`src/rtl/assert_macros.svh`:
```
// Assertion helpers shared by the rotation core RTL.
// Define SYNTH to compile the checks away.
`ifndef ASSERT_MACROS_SVH
`define ASSERT_MACROS_SVH

`ifndef SYNTH

// Same-cycle implication.
`define ASSERT_IMPLIES(label, clk, rst, ante, cons, msg) \
  label: assert property (@(posedge clk) disable iff (rst) (ante) |-> (cons)) \
    else $error(msg);

// Next-cycle implication.
`define ASSERT_NEXT(label, clk, rst, ante, cons, msg) \
  label: assert property (@(posedge clk) disable iff (rst) (ante) |=> (cons)) \
    else $error(msg);

`else

`define ASSERT_IMPLIES(label, clk, rst, ante, cons, msg)
`define ASSERT_NEXT(label, clk, rst, ante, cons, msg)

`endif

`endif

```
`src/rtl/vaxr_pkg.sv`:
```
package vaxr_pkg;

  // Rotation axis codes
  localparam logic [1:0] CMD_ROT_X = 2'd0;
  localparam logic [1:0] CMD_ROT_Y = 2'd1;
  localparam logic [1:0] CMD_ROT_Z = 2'd2;
  localparam logic [1:0] CMD_NONE  = 2'd3;

  localparam int CORDIC_STEPS = 31;
  localparam int CW = 34;   // CORDIC datapath width, Q2.30 plus headroom
  localparam int RW = 36;   // reduced angle width, Q.30

  // Angle constants in Q.30
  localparam logic signed [RW-1:0] TWO_PI    = 36'sh1921FB544;
  localparam logic signed [RW-1:0] PI        = 36'sh0C90FDAA2;
  localparam logic signed [RW-1:0] HALF_PI   = 36'sh06487ED51;
  localparam logic signed [RW-1:0] PI_3_HALF = TWO_PI - HALF_PI;

  // floor(2^62 / TWO_PI): quotient estimate is (angle_q16 * RECIP) >> 48
  localparam logic [29:0] RECIP = 30'((64'd1 << 62) / 64'h1921FB544);

  localparam logic signed [CW-1:0] CORDIC_GAIN = 34'sh026DD3B6A;

  typedef logic signed [31:0] q16_t;

  typedef struct packed {
    logic [1:0] command;
    q16_t       x;
    q16_t       y;
    q16_t       z;
  } vec_t;

  // reduced angle handed to the CORDIC
  typedef struct packed {
    vec_t               vec;
    logic               neg;
    logic signed [31:0] z;
  } angle_t;

  // sine and cosine in Q2.30
  typedef struct packed {
    vec_t               vec;
    logic signed [31:0] cos_v;
    logic signed [31:0] sin_v;
  } trig_t;

  function automatic logic signed [CW-1:0] atan_q30(input logic [4:0] idx);
    logic [31:0] a;
    case (idx)
      5'd0:    a = 32'h3243F6A8;
      5'd1:    a = 32'h1DAC6705;
      5'd2:    a = 32'h0FADBAFC;
      5'd3:    a = 32'h07F56EA6;
      5'd4:    a = 32'h03FEAB76;
      5'd5:    a = 32'h01FFD55B;
      5'd6:    a = 32'h00FFFAAA;
      5'd7:    a = 32'h007FFF55;
      5'd8:    a = 32'h003FFFEA;
      5'd9:    a = 32'h001FFFFD;
      5'd10:   a = 32'h000FFFFF;
      5'd11:   a = 32'h0007FFFF;
      5'd12:   a = 32'h0003FFFF;
      5'd13:   a = 32'h0001FFFF;
      5'd14:   a = 32'h0000FFFF;
      5'd15:   a = 32'h00007FFF;
      5'd16:   a = 32'h00003FFF;
      5'd17:   a = 32'h00001FFF;
      5'd18:   a = 32'h00000FFF;
      5'd19:   a = 32'h000007FF;
      5'd20:   a = 32'h000003FF;
      5'd21:   a = 32'h000001FF;
      5'd22:   a = 32'h000000FF;
      5'd23:   a = 32'h0000007F;
      5'd24:   a = 32'h0000003F;
      5'd25:   a = 32'h0000001F;
      5'd26:   a = 32'h0000000F;
      5'd27:   a = 32'h00000008;
      5'd28:   a = 32'h00000004;
      5'd29:   a = 32'h00000002;
      5'd30:   a = 32'h00000001;
      default: a = 32'h00000000;
    endcase
    return {{(CW-32){1'b0}}, a};
  endfunction

endpackage

```
`src/rtl/vaxr_angle_reduce.sv`:
```
`include "assert_macros.svh"

// Angle reduction: Q16.16 radians -> Q2.30 in [-pi/2, pi/2] plus sign flag.
// Five stages: reciprocal multiply, quotient times 2pi, remainder,
// remainder correction, quadrant fold.
module vaxr_angle_reduce (
  input  logic               clk,
  input  logic               rst,
  input  logic               up_valid,
  output logic               up_ready,
  input  vaxr_pkg::vec_t     up_vec,
  input  logic signed [31:0] up_angle,
  output logic               dn_valid,
  input  logic               dn_ready,
  output vaxr_pkg::angle_t   dn_data
);

  localparam int NS = 5;
  localparam int RW = vaxr_pkg::RW;
  localparam logic signed [30:0] RECIP_S = $signed({1'b0, vaxr_pkg::RECIP});

  logic [NS-1:0] vld;
  logic [NS-1:0] en;

  vaxr_pkg::vec_t     vec0, vec1, vec2, vec3, vec4;
  logic signed [31:0] ang0, ang1;
  logic signed [62:0] prod0;
  logic signed [49:0] qt1;
  logic signed [RW-1:0] r2, r3;
  logic signed [31:0] z4;
  logic               neg4;

  logic signed [62:0]   prod_next;
  logic signed [14:0]   q_est;
  logic signed [49:0]   qt_next;
  logic signed [49:0]   w1;
  logic signed [RW-1:0] r0_next;
  logic signed [RW-1:0] r_next;
  logic signed [31:0]   z_next;
  logic                 neg_next;

  // a stage loads when it is empty or its content moves on
  assign en[NS-1] = !vld[NS-1] || dn_ready;
  for (genvar k = 0; k < NS - 1; k++) begin : g_en
    assign en[k] = !vld[k] || en[k+1];
  end
  assign up_ready = en[0];

  always_ff @(posedge clk) begin
    if (rst) begin
      vld <= '0;
    end else begin
      if (en[0]) begin
        vld[0] <= up_valid;
      end
      for (int k = 1; k < NS; k++) begin
        if (en[k]) begin
          vld[k] <= vld[k-1];
        end
      end
    end
  end

  // quotient estimate, off by at most one
  assign prod_next = 63'(up_angle) * 63'(RECIP_S);
  assign q_est     = prod0[62:48];
  assign qt_next   = 50'(q_est) * 50'(vaxr_pkg::TWO_PI);
  assign w1        = 50'(ang1) <<< 14;
  assign r0_next   = RW'(w1 - qt1);

  always_comb begin
    if (r2 < 0) begin
      r_next = r2 + vaxr_pkg::TWO_PI;
    end else if (r2 >= vaxr_pkg::TWO_PI) begin
      r_next = r2 - vaxr_pkg::TWO_PI;
    end else begin
      r_next = r2;
    end
  end

  // [0, 2pi) -> [-pi/2, pi/2]; the middle band is turned by pi
  always_comb begin
    if (r3 <= vaxr_pkg::HALF_PI) begin
      z_next   = 32'(r3);
      neg_next = 1'b0;
    end else if (r3 < vaxr_pkg::PI_3_HALF) begin
      z_next   = 32'(r3 - vaxr_pkg::PI);
      neg_next = 1'b1;
    end else begin
      z_next   = 32'(r3 - vaxr_pkg::TWO_PI);
      neg_next = 1'b0;
    end
  end

  always_ff @(posedge clk) begin
    if (en[0]) begin
      vec0  <= up_vec;
      ang0  <= up_angle;
      prod0 <= prod_next;
    end
    if (en[1]) begin
      vec1 <= vec0;
      ang1 <= ang0;
      qt1  <= qt_next;
    end
    if (en[2]) begin
      vec2 <= vec1;
      r2   <= r0_next;
    end
    if (en[3]) begin
      vec3 <= vec2;
      r3   <= r_next;
    end
    if (en[4]) begin
      vec4 <= vec3;
      z4   <= z_next;
      neg4 <= neg_next;
    end
  end

  assign dn_valid    = vld[NS-1];
  assign dn_data.vec = vec4;
  assign dn_data.neg = neg4;
  assign dn_data.z   = z4;

  `ASSERT_IMPLIES(a_rem_range, clk, rst, vld[3], r3 >= 0 && r3 < vaxr_pkg::TWO_PI, "angle remainder outside [0, 2pi)")
  `ASSERT_IMPLIES(a_fold_range, clk, rst, vld[4], z4 >= vaxr_pkg::HALF_PI * -1 && z4 <= vaxr_pkg::HALF_PI, "folded angle outside [-pi/2, pi/2]")

endmodule

```
`config.mk`:
```
export PLATFORM = sky130hd
export DESIGN_NAME = vaxr_angle_reduce
export DESIGN_NICKNAME = d
export VERILOG_FILES = /design/src/rtl/vaxr_pkg.sv /design/src/rtl/vaxr_angle_reduce.sv
export VERILOG_INCLUDE_DIRS = /design/src /design/src/rtl
export SDC_FILE = /design/constraint.sdc
export NUM_CORES = 2
export LEC_CHECK = 0
export BUFFER_PORTS_ARGS = -buffer_cell sky130_fd_sc_hd__buf_2
export CORE_UTILIZATION = 35
export CTS_BUF_LIST = sky130_fd_sc_hd__clkbuf_16
export DETAILED_ROUTE_END_ITERATION = 8
export HOLD_SLACK_MARGIN = 0.05
export SLEW_MARGIN = 0
export SYNTH_ARGS = -nofsm -noshare
export SYNTH_HDL_FRONTEND = slang
export SYNTH_SLANG_ARGS = --single-unit
```
`constraint.sdc`:
```
create_clock -name clk -period 10.6 [get_ports clk]
set_clock_uncertainty 0.05 [all_clocks]
set_input_delay 2.12 -clock clk [delete_from_list [all_inputs] [get_ports clk]]
set_output_delay 2.12 -clock clk [all_outputs]
set_load 0.01 [all_outputs]
```
==> flow_summary.json <==
{
  "status": "complete, no violations",
  "path_class": "in2reg",
  "ant_nets": 0,
  "drive_above_1_share_pct": 10.1,
  "setup_violations": 0,
  "gp_congestion": 0.886,
  "groute.usage.overall_pct": 15.4,
  "fillerInstances": 12842,
  "grt_max_degree": 117,
  "dp_hpwl_um": 85800,
  "slew_headroom_pct": 31.1,
  "grt_pass1_vias": 29232,
  "crit_family": "adder cells",
  "synth-seq-cells": 688,
  "num_vias": 27469,
  "ys.flop_type": "edfxtp_1",
  "fin_crit_sh_pct": 87.0,
  "holdWs_ns": 0.324,
  "post_cts_buffers": 0,
  "ys_seq_area_share_pct": 42.9,
  "start_util_pct": 35.4,
  "post-route-min-period_ns": 9.23,
  "clk_path_buf_depth": 3,
  "area.growth.synth_to_final_pct": 12.4,
  "start_kind": "input port",
  "slew_viol_final": 0,
  "cp_common_cell": "fa_1",
  "port-buffer-count": 265,
  "io_pins": 267,
  "rsz0062_at_grt": "no",
  "synth_edf_count": 683,
  "firstDrtPassIters": 5,
  "setup_slack_ns": 1.37,
  "synthTopCellsByCount": "inv_1, edfxtp_1, fa_1",
  "drc": 0,
  "fp.dieW_um": 373,
  "synth_warnings": 0,
  "wl_met1_um": 45900,
  "fin_area_um2": 54100,
  "fmax_mhz": 108,
  "wl_um": 106000,
  "route.top_layer_used": "met5",
  "cts_resized": 0,
  "placed_area_um2": 51500,
  "grt_antenna_before_repair": 9,
  "cpPeakStageDelay_ns": 0.64,
  "slowest_stage": "nor3_1",
  "tightest_slew_ns": 1.03,
  "fp-row-count": 135,
  "dieHeight_um": 373,
  "synth_top_cell_by_area": "edfxtp_1",
  "wl_met2_um": 51900,
  "cts_root_buffer": "clkbuf_16",
  "coreArea_um2": 136000,
  "fin_nets": 5193,
  "syn_nets": 4900,
  "clkTransAtPathRegs_ns": 0.06,
  "insertion_delay_ns": 0.63,
  "setup_tns_ns": 0,
  "synthTopCellsByArea": "edfxtp_1, fa_1, ha_1",
  "syn_inst": 3724,
  "die-area_um2": 139000,
  "synth_top_area_share_pct": 42.7,
  "cts_hold_buf": 0,
  "grt_pass1_wl_um": 165000,
  "synth_cell_types": 81,
  "critical_path.max_fanout": 11,
  "synth_most_common_cell": "inv_1",
  "gr-total-overflow": 0,
  "cts-buffers-inserted": 73,
  "wl_per_cell_um": 18.1,
  "cts_tree": "done",
  "htreeDepth": 3,
  "vias_per_cell": 4.69,
  "cp.required_ns": 10.93,
  "met3RoutedLength_um": 4680,
  "cts.sinks": 688,
  "avgSynthCellArea_um2": 12.9,
  "critPathCaptureType": "register",
  "critPathBufInv": 7,
  "postSynth.asyncResetShare_pct": 0,
  "crit_arrival_ns": 9.56,
  "hp-class": "reg2reg",
  "netlist_area_um2": 48100,
  "hold_viol": 0,
  "drt_iter0_drc": 1369,
  "dp_worst_setup_slack_ns": 0.737,
  "drv_cap": 0
}
[through the flow]
stage,utilization (%),std cells
2_1_floorplan,-,3724
3_3_place_gp,37.9,5723
5_1_grt,39.8,5857
3_5_place_dp,37.9,5723
4_1_cts,39.8,5857
6_report,39.8,5859
[path summary, 6_finish.rpt]
kind / startpoint / end / depth (start not counted) / slack [ns]
setup / recovery: up_angle[4] / prod0[60] / 25 / 1.37
hold / removal: vec1[53] / vec2[53] / 0 / 0.32
setup reg to reg: prod0[52] / qt1[35] / 20 / 4.09
hold reg to reg: vec1[53] / vec2[53] / 0 / 0.32
[layer usage]
layer | vias up | GRT usage (%)
li1 | 12956 | -
met1 | 13708 | 19.8
met2 | 626 | 26.4
met3 | 171 | 2.39
met4 | 8 | 4.81
met5 | - | 0
[layout make-up]
class	instances	area (um2)	area share, %
clock buffers	73	1830	3.38
flip-flops and latches	688	20600	38.1
diodes	2	5.00	0.00926
clock inverters	61	706	1.31
repair buffers	279	1450	2.68
well taps	1781	2230	4.12
multi-input cells	2100	24000	44.3
inverters	875	3290	6.09
[cells by family (layout without fill, tap and decap cells)]
logic type	count (synthesis)	in the layout	synth area share (%)
muxes	2	2	0.0416
adders and majority gates	1045	1045	35.9
and+or+nand+nor	397	397	4.05
AOI/OAI and AO/OA	462	462	6.24
buffers and inverters	936	1288	7.39
xor gates and xnor gates	193	193	3.52
other	1	3	0.00780
DFF	688	688	42.9
[state kept, by name, indices dropped and copies added (netlist names)]
signal	cells
vec0	98
z4	31
qt1	34
vec2	98
neg4	1
r3	34
vec3	98
dn_data	98
ang0	22
ang1	22
vec1	98
r2	34
vld	5
prod0	15
[placed cells by master (no fill, tap or decap), types with 39 or more instances in the layout]
cell type,netlist,final
inv_1,874,885
edfxtp_1,683,683
fa_1,559,559
ha_1,483,483
buf_2,5,264
a21oi_1,136,136
xnor2_1,120,120
nand2_1,110,108
nor2_1,97,97
o21ai_0,88,88
xor2_1,73,73
clkbuf_16,0,73
a21o_1,63,63
nand3_1,40,39
Power is not shown: default switching activity piles up to over one toggle a cycle in this logic, so the estimate is an artifact.
